`src/rmts_pkg.sv`:
```
// ----------------------------------------------------------------------------
// rmts_pkg: shared types and constants
// Slot entry layout, operation, status and task state codes, sizes.
// ----------------------------------------------------------------------------
package rmts_pkg;

  localparam int TASK_SLOTS = 16;
  localparam int SLOT_W     = (TASK_SLOTS > 1) ? $clog2(TASK_SLOTS) : 1;
  localparam int CNT_W      = $clog2(TASK_SLOTS + 1);

  localparam int PID_W    = 22;
  localparam int PER_W    = 16;
  localparam int COST_W   = 16;
  localparam int LOAD_W   = 10;
  localparam int TIME_W   = 48;
  localparam int STATUS_W = 3;
  localparam int FUNC_W   = 2;
  localparam int TST_W    = 2;

  // 1000 * cost fits in this many bits
  localparam int SCALED_W = 26;
  localparam int DIV_CNT_W = $clog2(TIME_W + 1);

  localparam logic [LOAD_W-1:0] LOAD_SCALE  = 10'd1000;
  localparam logic [LOAD_W-1:0] ADMIT_RESET = 10'd693;

  // operations
  localparam logic [FUNC_W-1:0] FN_REGISTER   = 2'd0;
  localparam logic [FUNC_W-1:0] FN_YIELD      = 2'd1;
  localparam logic [FUNC_W-1:0] FN_DEREGISTER = 2'd2;
  localparam logic [FUNC_W-1:0] FN_TICK       = 2'd3;

  // status codes
  localparam logic [STATUS_W-1:0] ST_OK        = 3'd0;
  localparam logic [STATUS_W-1:0] ST_LOAD      = 3'd1;
  localparam logic [STATUS_W-1:0] ST_FULL      = 3'd2;
  localparam logic [STATUS_W-1:0] ST_DUP       = 3'd3;
  localparam logic [STATUS_W-1:0] ST_NOT_FOUND = 3'd4;
  localparam logic [STATUS_W-1:0] ST_BAD_PER   = 3'd5;

  // task states
  localparam logic [TST_W-1:0] TS_RUN   = 2'd0;
  localparam logic [TST_W-1:0] TS_READY = 2'd1;
  localparam logic [TST_W-1:0] TS_SLEEP = 2'd2;

  typedef struct packed {
    logic [PID_W-1:0]  pid;
    logic [PER_W-1:0]  period;
    logic [LOAD_W-1:0] load;
    logic [TST_W-1:0]  tstate;
    logic              released;
    logic [TIME_W-1:0] next_release;
  } entry_t;

  typedef struct packed {
    logic [STATUS_W-1:0] status;
    logic                run_valid;
    logic [PID_W-1:0]    run_pid;
    logic                switched;
    logic [LOAD_W-1:0]   load_total;
  } result_t;

endpackage

```
`src/rmts_divider.sv`:
```
// ----------------------------------------------------------------------------
// rmts_divider: iterative restoring divider
// One quotient bit per cycle; 48-bit dividend by 16-bit divisor.
// ----------------------------------------------------------------------------
module rmts_divider (
  input  logic                           clk,
  input  logic                           rst,
  input  logic                           start,
  input  logic [rmts_pkg::TIME_W-1:0]    dividend,
  input  logic [rmts_pkg::PER_W-1:0]     divisor,
  output logic                           done,
  output logic [rmts_pkg::TIME_W-1:0]    quot,
  output logic [rmts_pkg::PER_W-1:0]     rem
);

  logic [rmts_pkg::DIV_CNT_W-1:0] cnt;
  logic [rmts_pkg::PER_W-1:0]     dvs;
  logic [rmts_pkg::PER_W:0]       trial;
  logic                           fits;

  // shifted partial remainder and compare
  assign trial = {rem, quot[rmts_pkg::TIME_W-1]};
  assign fits  = (trial >= {1'b0, dvs});

  always_ff @(posedge clk) begin
    if (rst) begin
      cnt  <= '0;
      done <= 1'b0;
    end else begin
      // done pulses on the last quotient bit
      done <= !start && (cnt == rmts_pkg::DIV_CNT_W'(1));
      if (start) begin
        cnt  <= rmts_pkg::DIV_CNT_W'(rmts_pkg::TIME_W);
        quot <= dividend;
        rem  <= '0;
        dvs  <= divisor;
      end else if (cnt != '0) begin
        cnt  <= cnt - 1'b1;
        quot <= {quot[rmts_pkg::TIME_W-2:0], fits};
        rem  <= fits ? rmts_pkg::PER_W'(trial - {1'b0, dvs})
                     : trial[rmts_pkg::PER_W-1:0];
      end
    end
  end

endmodule

```
`src/rmts_core.sv`:
```
// ----------------------------------------------------------------------------
// rmts_core: slot table memory and operation sequencer
// Scans the slot memory for match, free slot and wakeups, applies the
// operation, then scans again to dispatch the highest priority task.
// ----------------------------------------------------------------------------
module rmts_core (
  input  logic                             clk,
  input  logic                             rst,
  input  logic                             start,
  input  logic [rmts_pkg::FUNC_W-1:0]      func,
  input  logic [rmts_pkg::PID_W-1:0]       pid,
  input  logic [rmts_pkg::PER_W-1:0]       period_ms,
  input  logic [rmts_pkg::COST_W-1:0]      cost_ms,
  input  logic [rmts_pkg::LOAD_W-1:0]      admit_limit,
  output logic                             idle,
  output logic                             res_valid,
  input  logic                             res_take,
  output rmts_pkg::result_t                res
);

  localparam int N = rmts_pkg::TASK_SLOTS;
  localparam int SW = rmts_pkg::SLOT_W;

  localparam logic [3:0] S_IDLE   = 4'd0;
  localparam logic [3:0] S_SCAN   = 4'd1;
  localparam logic [3:0] S_OP     = 4'd2;
  localparam logic [3:0] S_DIV    = 4'd3;
  localparam logic [3:0] S_DISP   = 4'd4;
  localparam logic [3:0] S_DECIDE = 4'd5;
  localparam logic [3:0] S_WR2    = 4'd6;
  localparam logic [3:0] S_DONE   = 4'd7;

  logic [3:0] st;
  logic [rmts_pkg::CNT_W-1:0] sc;
  logic p_vld;
  logic [SW-1:0] p_idx;

  // latched transaction
  logic [rmts_pkg::FUNC_W-1:0] op_func;
  logic [rmts_pkg::PID_W-1:0]  op_pid;
  logic [rmts_pkg::PER_W-1:0]  op_period;
  logic [rmts_pkg::COST_W-1:0] op_cost;

  // global state
  logic [rmts_pkg::TIME_W-1:0] now;
  logic [rmts_pkg::LOAD_W-1:0] total;
  logic [N-1:0] used;
  logic [N-1:0] armed;
  logic run_valid;
  logic [SW-1:0] run_slot;
  logic [rmts_pkg::PID_W-1:0] run_pid;

  // scan results
  logic match_found, free_found, best_found;
  logic [SW-1:0] match_idx, free_idx, best_idx;
  rmts_pkg::entry_t match_ent, best_ent, run_ent;
  logic [rmts_pkg::STATUS_W-1:0] status;
  logic switched;

  // slot memory
  rmts_pkg::entry_t mem [N];
  rmts_pkg::entry_t mem_rdata, mem_wdata;
  logic mem_we;
  logic [SW-1:0] mem_waddr, mem_raddr;

  // divider
  logic div_start, div_done;
  logic [rmts_pkg::TIME_W-1:0] div_dvd, div_quot;
  logic [rmts_pkg::PER_W-1:0]  div_dvs, div_rem;

  logic [rmts_pkg::SCALED_W-1:0] scaled;
  logic wake_hit;
  logic [rmts_pkg::SCALED_W:0] load_w;
  logic [rmts_pkg::SCALED_W+1:0] load_sum;
  logic admit;
  logic [rmts_pkg::TIME_W-1:0] new_release;
  logic preempt;

  assign mem_raddr = sc[SW-1:0];

  always_ff @(posedge clk) begin
    if (mem_we) begin
      mem[mem_waddr] <= mem_wdata;
    end
    mem_rdata <= mem[mem_raddr];
  end

  rmts_divider u_div (
    .clk      (clk),
    .rst      (rst),
    .start    (div_start),
    .dividend (div_dvd),
    .divisor  (div_dvs),
    .done     (div_done),
    .quot     (div_quot),
    .rem      (div_rem)
  );

  // datapath terms
  assign scaled   = rmts_pkg::SCALED_W'(op_cost) *
                    rmts_pkg::SCALED_W'(rmts_pkg::LOAD_SCALE);
  assign wake_hit = used[p_idx] && armed[p_idx] && (mem_rdata.next_release <= now);
  assign load_w   = div_quot[rmts_pkg::SCALED_W:0] + 1'b1;
  assign load_sum = {1'b0, load_w} + (rmts_pkg::SCALED_W+2)'(total);
  assign admit    = (load_sum <= (rmts_pkg::SCALED_W+2)'(admit_limit));
  assign new_release = now - rmts_pkg::TIME_W'(div_rem)
                       + rmts_pkg::TIME_W'(match_ent.period);
  assign preempt  = (run_ent.period > best_ent.period);

  // divider operands
  always_comb begin
    div_start = 1'b0;
    div_dvd   = rmts_pkg::TIME_W'(scaled);
    div_dvs   = op_period;
    if (op_func == rmts_pkg::FN_YIELD) begin
      div_dvd = now - match_ent.next_release;
      div_dvs = match_ent.period;
    end
    if (st == S_OP) begin
      case (op_func)
        rmts_pkg::FN_REGISTER:
          div_start = (op_period != '0) && !match_found && free_found;
        rmts_pkg::FN_YIELD:
          div_start = match_found && match_ent.released &&
                      (match_ent.next_release <= now);
        default: div_start = 1'b0;
      endcase
    end
  end

  // memory write port
  always_comb begin
    mem_we    = 1'b0;
    mem_waddr = p_idx;
    mem_wdata = mem_rdata;
    case (st)
      S_SCAN: begin
        if (p_vld && op_func == rmts_pkg::FN_TICK && wake_hit) begin
          mem_we           = 1'b1;
          mem_wdata.tstate = rmts_pkg::TS_READY;
        end
      end
      S_OP: begin
        mem_waddr        = match_idx;
        mem_wdata        = match_ent;
        mem_wdata.tstate = rmts_pkg::TS_SLEEP;
        if (op_func == rmts_pkg::FN_YIELD && match_found) begin
          if (!match_ent.released) begin
            mem_we                 = 1'b1;
            mem_wdata.released     = 1'b1;
            mem_wdata.next_release = now;
          end else if (match_ent.next_release > now) begin
            mem_we = 1'b1;
          end
        end
      end
      S_DIV: begin
        if (op_func == rmts_pkg::FN_REGISTER) begin
          mem_waddr              = free_idx;
          mem_wdata.pid          = op_pid;
          mem_wdata.period       = op_period;
          mem_wdata.load         = load_w[rmts_pkg::LOAD_W-1:0];
          mem_wdata.tstate       = rmts_pkg::TS_SLEEP;
          mem_wdata.released     = 1'b0;
          mem_wdata.next_release = '0;
          mem_we                 = div_done && admit;
        end else begin
          mem_waddr              = match_idx;
          mem_wdata              = match_ent;
          mem_wdata.tstate       = rmts_pkg::TS_SLEEP;
          mem_wdata.next_release = new_release;
          mem_we                 = div_done;
        end
      end
      S_DECIDE: begin
        if (best_found && !run_valid) begin
          mem_we           = 1'b1;
          mem_waddr        = best_idx;
          mem_wdata        = best_ent;
          mem_wdata.tstate = rmts_pkg::TS_RUN;
        end else if (best_found && preempt) begin
          mem_we           = 1'b1;
          mem_waddr        = run_slot;
          mem_wdata        = run_ent;
          mem_wdata.tstate = rmts_pkg::TS_READY;
        end
      end
      S_WR2: begin
        mem_we           = 1'b1;
        mem_waddr        = best_idx;
        mem_wdata        = best_ent;
        mem_wdata.tstate = rmts_pkg::TS_RUN;
      end
      default: mem_we = 1'b0;
    endcase
  end

  // sequencer
  always_ff @(posedge clk) begin
    if (rst) begin
      st        <= S_IDLE;
      sc        <= '0;
      p_vld     <= 1'b0;
      now       <= '0;
      total     <= '0;
      used      <= '0;
      armed     <= '0;
      run_valid <= 1'b0;
    end else begin
      case (st)
        S_IDLE: begin
          if (start) begin
            op_func     <= func;
            op_pid      <= pid;
            op_period   <= period_ms;
            op_cost     <= cost_ms;
            match_found <= 1'b0;
            free_found  <= 1'b0;
            status      <= rmts_pkg::ST_OK;
            switched    <= 1'b0;
            sc          <= '0;
            p_vld       <= 1'b0;
            if (func == rmts_pkg::FN_TICK) begin
              now <= now + 1'b1;
            end
            st <= S_SCAN;
          end
        end
        S_SCAN, S_DISP: begin
          // issue next read, process the previous one
          p_vld <= (sc < rmts_pkg::CNT_W'(N));
          p_idx <= sc[SW-1:0];
          sc    <= sc + 1'b1;
          if (p_vld) begin
            if (st == S_SCAN) begin
              if (used[p_idx] && mem_rdata.pid == op_pid && !match_found) begin
                match_found <= 1'b1;
                match_idx   <= p_idx;
                match_ent   <= mem_rdata;
              end
              if (!used[p_idx] && !free_found) begin
                free_found <= 1'b1;
                free_idx   <= p_idx;
              end
              if (op_func == rmts_pkg::FN_TICK && wake_hit) begin
                armed[p_idx] <= 1'b0;
              end
            end else begin
              if (used[p_idx] && mem_rdata.tstate == rmts_pkg::TS_READY &&
                  (!best_found || mem_rdata.period < best_ent.period)) begin
                best_found <= 1'b1;
                best_idx   <= p_idx;
                best_ent   <= mem_rdata;
              end
              if (run_valid && p_idx == run_slot) begin
                run_ent <= mem_rdata;
              end
            end
          end
          if (sc == rmts_pkg::CNT_W'(N)) begin
            st <= (st == S_SCAN) ? S_OP : S_DECIDE;
          end
        end
        S_OP: begin
          sc         <= '0;
          p_vld      <= 1'b0;
          best_found <= 1'b0;
          // the divider runs exactly when the operation needs a quotient
          st         <= div_start ? S_DIV : S_DISP;
          case (op_func)
            rmts_pkg::FN_REGISTER: begin
              if (op_period == '0) begin
                status <= rmts_pkg::ST_BAD_PER;
              end else if (match_found) begin
                status <= rmts_pkg::ST_DUP;
              end else if (!free_found) begin
                status <= rmts_pkg::ST_FULL;
              end
            end
            rmts_pkg::FN_YIELD: begin
              if (!match_found) begin
                status <= rmts_pkg::ST_NOT_FOUND;
              end else begin
                armed[match_idx] <= 1'b1;
                if (run_valid && run_slot == match_idx) begin
                  run_valid <= 1'b0;
                end
              end
            end
            rmts_pkg::FN_DEREGISTER: begin
              if (!match_found) begin
                status <= rmts_pkg::ST_NOT_FOUND;
              end else begin
                total <= (total >= match_ent.load) ? total - match_ent.load : '0;
                used[match_idx]  <= 1'b0;
                armed[match_idx] <= 1'b0;
                if (run_valid && run_slot == match_idx) begin
                  run_valid <= 1'b0;
                end
              end
            end
            default: ;
          endcase
        end
        S_DIV: begin
          if (div_done) begin
            st <= S_DISP;
            if (op_func == rmts_pkg::FN_REGISTER) begin
              if (admit) begin
                used[free_idx]  <= 1'b1;
                armed[free_idx] <= 1'b0;
                total <= total + load_w[rmts_pkg::LOAD_W-1:0];
              end else begin
                status <= rmts_pkg::ST_LOAD;
              end
            end
          end
        end
        S_DECIDE: begin
          // a preemption needs a second write for the new running task
          st <= (best_found && run_valid && preempt) ? S_WR2 : S_DONE;
          if (best_found && !run_valid) begin
            run_valid <= 1'b1;
            run_slot  <= best_idx;
            run_pid   <= best_ent.pid;
            switched  <= 1'b1;
          end else if (best_found && preempt) begin
            run_slot <= best_idx;
            run_pid  <= best_ent.pid;
            switched <= 1'b1;
          end
        end
        S_WR2: st <= S_DONE;
        S_DONE: begin
          if (res_take) begin
            st <= S_IDLE;
          end
        end
        default: st <= S_IDLE;
      endcase
    end
  end

  assign idle          = (st == S_IDLE);
  assign res_valid     = (st == S_DONE);
  assign res.status     = status;
  assign res.run_valid  = run_valid;
  assign res.run_pid    = run_valid ? run_pid : '0;
  assign res.switched   = switched;
  assign res.load_total = total;

endmodule

```
`src/rate_monotonic_task_scheduler.sv`:
```
// A transaction passes a sweep of the slot memory, the operation, a second sweep
// for dispatch and the result stage; a preemption adds a second slot write, and
// register or a catching-up yield also runs the bit-serial divider. A new
// transaction is taken only once the core is idle again after its result.
// Reset (synchronous, active high) empties the task table, clears time, total
// load and the running task, and sets admit_limit to 693.
// ----------------------------------------------------------------------------
// rate_monotonic_task_scheduler: rate-monotonic scheduler, admission control
// Configuration register, input handshake and registered result stage.
// ----------------------------------------------------------------------------
module rate_monotonic_task_scheduler (
  input  logic                               clk,
  input  logic                               rst,
  input  logic                               cfg_wr_en,
  input  logic [rmts_pkg::LOAD_W-1:0]        cfg_wr_data,
  input  logic                               in_valid,
  output logic                               in_ready,
  input  logic [rmts_pkg::FUNC_W-1:0]        func,
  input  logic [rmts_pkg::PID_W-1:0]         pid,
  input  logic [rmts_pkg::PER_W-1:0]         period_ms,
  input  logic [rmts_pkg::COST_W-1:0]        cost_ms,
  output logic                               out_valid,
  input  logic                               out_ready,
  output logic [rmts_pkg::STATUS_W-1:0]      status,
  output logic                               run_valid,
  output logic [rmts_pkg::PID_W-1:0]         run_pid,
  output logic                               switched,
  output logic [rmts_pkg::LOAD_W-1:0]        load_total
);

  logic [rmts_pkg::LOAD_W-1:0] admit_limit;
  logic core_idle, res_valid, res_take;
  rmts_pkg::result_t res;

  // admission limit register
  always_ff @(posedge clk) begin
    if (rst) begin
      admit_limit <= rmts_pkg::ADMIT_RESET;
    end else if (cfg_wr_en) begin
      admit_limit <= cfg_wr_data;
    end
  end

  assign in_ready = core_idle;
  assign res_take = res_valid && (!out_valid || out_ready);

  rmts_core u_core (
    .clk         (clk),
    .rst         (rst),
    .start       (in_valid && core_idle),
    .func        (func),
    .pid         (pid),
    .period_ms   (period_ms),
    .cost_ms     (cost_ms),
    .admit_limit (admit_limit),
    .idle        (core_idle),
    .res_valid   (res_valid),
    .res_take    (res_take),
    .res         (res)
  );

  // result register
  always_ff @(posedge clk) begin
    if (rst) begin
      out_valid <= 1'b0;
    end else if (res_take) begin
      out_valid <= 1'b1;
    end else if (out_ready) begin
      out_valid <= 1'b0;
    end
  end

  always_ff @(posedge clk) begin
    if (res_take) begin
      status     <= res.status;
      run_valid  <= res.run_valid;
      run_pid    <= res.run_pid;
      switched   <= res.switched;
      load_total <= res.load_total;
    end
  end

endmodule

```
`config.mk`:
```
export PLATFORM = sky130hd
export DESIGN_NAME = rate_monotonic_task_scheduler
export DESIGN_NICKNAME = d
export VERILOG_FILES = /design/src/rmts_pkg.sv /design/src/rmts_divider.sv /design/src/rmts_core.sv /design/src/rate_monotonic_task_scheduler.sv
export SDC_FILE = /design/constraint.sdc
export NUM_CORES = 2
export LEC_CHECK = 0
export BUFFER_PORTS_ARGS = -buffer_cell sky130_fd_sc_hd__buf_2
export CAP_MARGIN = 5
export CORE_MARGIN = 3
export CORE_UTILIZATION = 40
export DETAILED_ROUTE_END_ITERATION = 8
export SLEW_MARGIN = 20
export SYNTH_ARGS = -nofsm -noshare
export SYNTH_HDL_FRONTEND = slang
export SYNTH_SLANG_ARGS = --single-unit
```
`constraint.sdc`:
```
create_clock -name clk -period 19.25 [get_ports clk]
set_input_delay 0.9625 -clock clk [delete_from_list [all_inputs] [get_ports clk]]
set_output_delay 0.9625 -clock clk [all_outputs]
set_load 0.1 [all_outputs]
```
# Yosys cells after proc, flatten, opt, wreduce, memory -nomap -nowiden
# Memories as Yosys holds them, arrays and structs flattened. A register that Yosys moved wholly into a read port is not among the register bits.
# Cells that the tools add are included.
# totals
out_inout_bits	39
reg_bits	632
ram_bits	1584
input_bits	71
memories	1
# op_classes
n_mux	114
n_lt_le_gt_ge	15
eq_ne	43
n_mul	1
bitwise_logic	11
reduce_logical	76
addsub	11
# mem_list
name	depth	word_bits	read_ports	rd_ports_with_merged_regs	write_ports	line_no	rtl
u_core.mem	16	99	1	1	1	rmts_core.sv:61	rmts_pkg::entry_t mem [N];
# op_table
operator	count
$mux W99	3
$mux W16	16
$pmux W49 S4	1
$mux W48	4
$pmux W48 S4	1
$le A48 B48 Y1	2
$and A16 B16 Y16	4
$pmux W16 S2	2
$mux W10	6
$mux W49	1
$add A48 B1 Y48 const B	1
$add A48 B16 Y48	1
$gt A48 B48 Y1	1
$not A16 Y16	3
$pmux W16 S3	1
$sub A48 B16 Y48	1
$sub A48 B48 Y48	1
$mux W22	2
$mux W4	9
$mux W1	34
$or A16 B16 Y16	2
$mux W3	10
$reduce_and A5 Y1	6
$add A27 B10 Y28	1
other kinds (63)	158

# Depth between registers and ports, before layout
# depth
depth_word	10
ltp_mapped	24

# Cells and area by module
# A second synthesis with hierarchy kept.
# unflattened
hier_cells	6493
area_unflattened_um2	103181.5
# by_module_without_submodules
module	cells_per_inst	area_per_inst_um2	instances
rmts_core	6043	97055.6	1
rmts_divider	375	4600.7	1
rate_monotonic_task_scheduler	75	1525.2	1

# Worst setup path after synthesis
# Ideal clock, no wire load.
# synth_timing
path_kind	reg2reg
startpoint	reg u_core.u_div.quot[1] (netlist bit)
endpoint	mem u_core.mem[4][0] (netlist bit), enable pin
setup_time_ns	0.800
path_stages_with_launch	20
t_arrival_ns	13.531
setup_slack_ns	4.920
synth_period_minus_slack_ns	14.330
path_cell_list	edfxtp_1 -> ha_1 -> clkbuf_1 -> buf_1 -> xor2_1 -> ha_1 -> a211o_1 -> a2111oi_0 -> nor2_1 -> a21o_1 -> xor2_1 -> ha_1 -> a21o_1 -> a221oi_1 -> o22ai_1 -> a21oi_1 -> nand3_1 -> o21ai_2 -> nand2_1 -> nor4_1
# synth_between
elab_chain_cells	8
# synth_lines
element	line_no	rtl
start: declaration	rmts_divider.sv:12	output logic [rmts_pkg::TIME_W-1:0] quot,
start signal: assignment	rmts_divider.sv:34	quot <= dividend;
start signal: assignment	rmts_divider.sv:39	quot <= {quot[rmts_pkg::TIME_W-2:0], fits};
$add A27 B1 Y27	rmts_core.sv:103	assign load_w = div_quot[rmts_pkg::SCALED_W:0] + 1'b1;
$add A27 B10 Y28	rmts_core.sv:104	assign load_sum = {1'b0, load_w} + (rmts_pkg::SCALED_W+2)'(total);
$le A28 B10 Y1	rmts_core.sv:105	assign admit = (load_sum <= (rmts_pkg::SCALED_W+2)'(admit_limit));
$logic_and A1 B1 Y1	rmts_core.sv:166	mem_we = div_done && admit;
$mux W1	rmts_core.sv:158	if (op_func == rmts_pkg::FN_REGISTER) begin
$pmux W1 S5	rmts_core.sv:136	case (st)
$mux W1	rmts_core.sv:82	if (mem_we) begin
$mux W1 (implied by the code)	rmts_core.sv:83	mem[mem_waddr] <= mem_wdata;
end: declaration	rmts_core.sv:61	
# Every way passes these cells.

# Worst setup path after layout
# layout_timing
startpoint	reg u_core.u_div.quot[0] (netlist bit)
endpoint	mem u_core.mem[14][45] (netlist bit), enable pin
# The elaborated chain is that of the path after synthesis.

==> metrics.md <==
| Metric | Value |
|---|---|
| Status | `finished, final reports clean` |
| Fin nets | `7335` |
| Crit-path cells | `ha_1, xor2_1, ha_1, a211o_1, a2111oi_0, nor2_1, a21o_1, xor2_1, ha_1, a21o_1, a221oi_1, o22ai_1, a21oi_1, nand3_1, o21ai_2, or3b_1, nor2_4, buf_4, buf_4` |
| Clock insertion delay at the later pin of the skew report | `0.89 ns` |
| Worst Path Required | `19.72 ns` |
| Vias after detailed routing | `60839` |
| Mapped cell area | `104000 um2` |
| WHS | `0.250 ns` |
| Vias in the first global route | `60283` |
| Setup bufs post-CTS | `0` |
| Number of synthesized flops with an enable pin | `2097` |
| Die width | `515 um` |
| Max-cap viol count | `0` |
| Synth Instances | `6728` |
| Worst EP arrival | `8.58 ns` |
| Post-route insts no fill | `10470` |
| Reg area | `67300 um2` |
| CP Capture Type | `register` |
| Synthesized Nets | `7189` |
| CTS root buf | `clkbuf_16` |
| Clk sink count | `2314` |
| Clk pin slew, worst setup/hold paths | `0.06 ns` |
| Antenna violations before repair | `15` |
| Post-route ant nets | `0` |
| Initial DRC count | `6787` |
| Critical-path top delay cell | `buf_4` |
| Layout cells sized above 1 | `18.3%` |
| Worst VDD drop | `112 uV` |
| Number of I/O pins | `110` |
| Synth cell types | `97` |
| Max-slew headroom | `22.0%` |
| PortBufs | `109` |
| CTS tree | `done` |
| Warnings, synthesis | `0` |
| Initial Utilization | `40.3%` |
| Sequential share of the synthesized area | `65.0%` |
| Min cycle time layout | `8.12 ns` |
| H-tree depth | `4` |
| First-pass GRT wire length | `406000 um` |
| Setup_tns | `0 ns` |
| Number of core rows | `186` |
| Slew Limit Fails | `0` |
| Yosys reg bits | `2314` |
| RSZ-0062 raised after global routing | `no` |
| Layout area overhead | `12.5%` |
| FMAX | `0.123 GHz` |
| DP HPWL | `172000 um` |
| Placed Cells | `10026` |
| Utilization after layout | `45.3%` |
| DRT Wirelength | `274000 um` |
| Maximum fanout along the worst path | `51` |
| Area occupied by multi-input gates | `34300 um2` |
| Startpoint types | `register` |
| Die Footprint | `265000 um2` |
| Hold Fails Final Rpt | `0` |
| Ys async rst share | `0%` |
| CP max stage delay | `0.91 ns` |
| Core ar. | `257000 um2` |
| GRT Total Usage | `20.4%` |
| Number of fill cells | `22105` |
| DR DRC count | `0` |
| Worst Skew | `0.0815 ns` |
| # setup viols final | `0` |
| Fin crit share | `42.2%` |
| P_leak | `38.9 nW` |
| Hold Buf Count CTS | `0` |
| Power per standard cell area | `135 nW/um2` |
| Ys flop type | `edfxtp_1` |
| Deepest clock path buffer count | `3` |
| Number of cells upsized or downsized after cts | `0` |
| Placer Congestion | `0.891` |
| Total CTS buffers | `230` |
| DR vias/cell | `5.81` |
| Routed length per instance | `26.2 um` |
| Drt pass-1 iters | `6` |
| Die height | `515 um` |
| Worst Path Class, Setup | `reg -> reg` |
| Grt total ovfl | `0` |
| Mapped Avg Cell Area | `15.4 um2` |
| Most Frequent Cell on Critical Path | `ha_1` |
| Largest net degree at the start of global routing | `107` |
| Worst min path class | `in -> reg` |
| Worst slew pin tran | `1.16 ns` |
Yosys cell counts (82+ instances only):
library cell	number	area, um2
dfxtp_1	217	4340
xor2_1	82	718
inv_1	273	1020
edfxtp_1	2097	63000
ha_1	316	3950
o21ai_0	203	1020
a21oi_1	348	1740
clkbuf_1	249	935
mux4_2	503	11300
nor2_1	429	1610
nand2_1	428	1610
nand3_1	138	691
xnor2_1	145	1270
a31oi_1	102	638
a21o_1	110	826
placed cells by master, fill, tap and decap left out, types with 108 or more instances in the layout:
master / n
edfxtp_1: 2097
mux4_2: 503
nand2_1: 426
nor2_1: 406
a21oi_1: 341
ha_1: 315
inv_1: 272
clkbuf_16: 232
dfxtp_1: 210
o21ai_0: 203
xnor2_1: 145
buf_4: 140
nand3_1: 137
a21o_1: 110
buf_2: 108
cells by family after synthesis:
group	synth area share [%]
DFF	65.0
and+or+nand+nor	6.29
AOI/OAI and AO/OA	7.52
buffers and inverters	2.28
muxes	11.7
adders and majority gates	5.25
xor gates and xnor gates	1.92
per-stage QoR:
stage               worst slack [ns]  instance area [um2]  power (W)
floorplan                       4.92               104000    0.00981
global placement               11.07               108000     0.0111
detailed placement             11.03               109000     0.0112
CTS                            10.98               116000     0.0158
global route                   10.54               116000     0.0165
finish                         11.13               116000     0.0157
routing by layer:
metal / global-route usage [%] / routed length (um) / share of wire, %
met1: 30.4 / 122000 / 44
met3: 2.61 / 19000 / 6.9
met5: 0 / 13 / 0.0047
met4: 5.47 / 6670 / 2.4
met2: 31.7 / 126000 / 46
path summary, 6_finish.rpt:
| kind | start | endpoint | slack, ns | cells after the start |
|---|---|---|---|---|
| max | u_core.u_div.quot[0] | u_core.mem[14][45] | 11.13 | 19 |
| min | pid[8] | u_core.op_pid[8] | 0.25 | 1 |
| max reg2reg | u_core.u_div.quot[0] | u_core.mem[14][45] | 11.13 | 19 |
| min reg2reg | u_core.switched | switched | 0.43 | 0 |
critical path: cells and delay by family (launching register included):
family / cells / cell delay [ns]
AOI/OAI and AO/OA: 8 / 2.48
xor gates and xnor gates: 2 / 0.48
adders and majority gates: 3 / 1.32
buffers and inverters: 2 / 1.67
DFF: 1 / 0.43
and+or+nand+nor: 4 / 1.22
final cells by class:
| class | count | area share [%] |
|---|---|---|
| Timing Repair Buffer | 255 | 1.48 |
| Clock buffer | 298 | 5.37 |
| Sequential cell | 2314 | 57.8 |
| Multi-Input combinational cell | 3798 | 29.5 |
| Tap cell | 3384 | 3.63 |
| Inverter | 275 | 0.886 |
| Clock inverter | 141 | 1.35 |
| Antenna cell | 5 | 0.0107 |
where the power goes:
| part | switching [W] | internal (W) | total (W) |
|---|---|---|---|
| clock | 0.00196 | 0.00261 | 0.00457 |
| sequential | 0.000363 | 0.00644 | 0.00680 |
| combinational | 0.00264 | 0.00173 | 0.00437 |
| total | 0.00496 | 0.0108 | 0.0157 |
sequential cells by signal, summed over array words and instances (netlist names), 5 cells and up, named ones only:
signal             cells
u_core.run_pid        22
u_core.u_div.quot     48
u_core.mem_rdata      99
u_core.op_pid         22
u_core.best_ent       97
run_pid               22
u_core.sc              5
u_core.op_cost        16
u_core.u_div.rem      16
u_core.u_div.cnt       6
u_core.op_period      16
u_core.used           16
load_total            10
u_core.mem          1584
u_core.match_ent      97
u_core.total          10
u_core.run_ent        97
u_core.now            48
u_core.u_div.dvs      16
admit_limit           10
(Power assumes the default switching activity.)
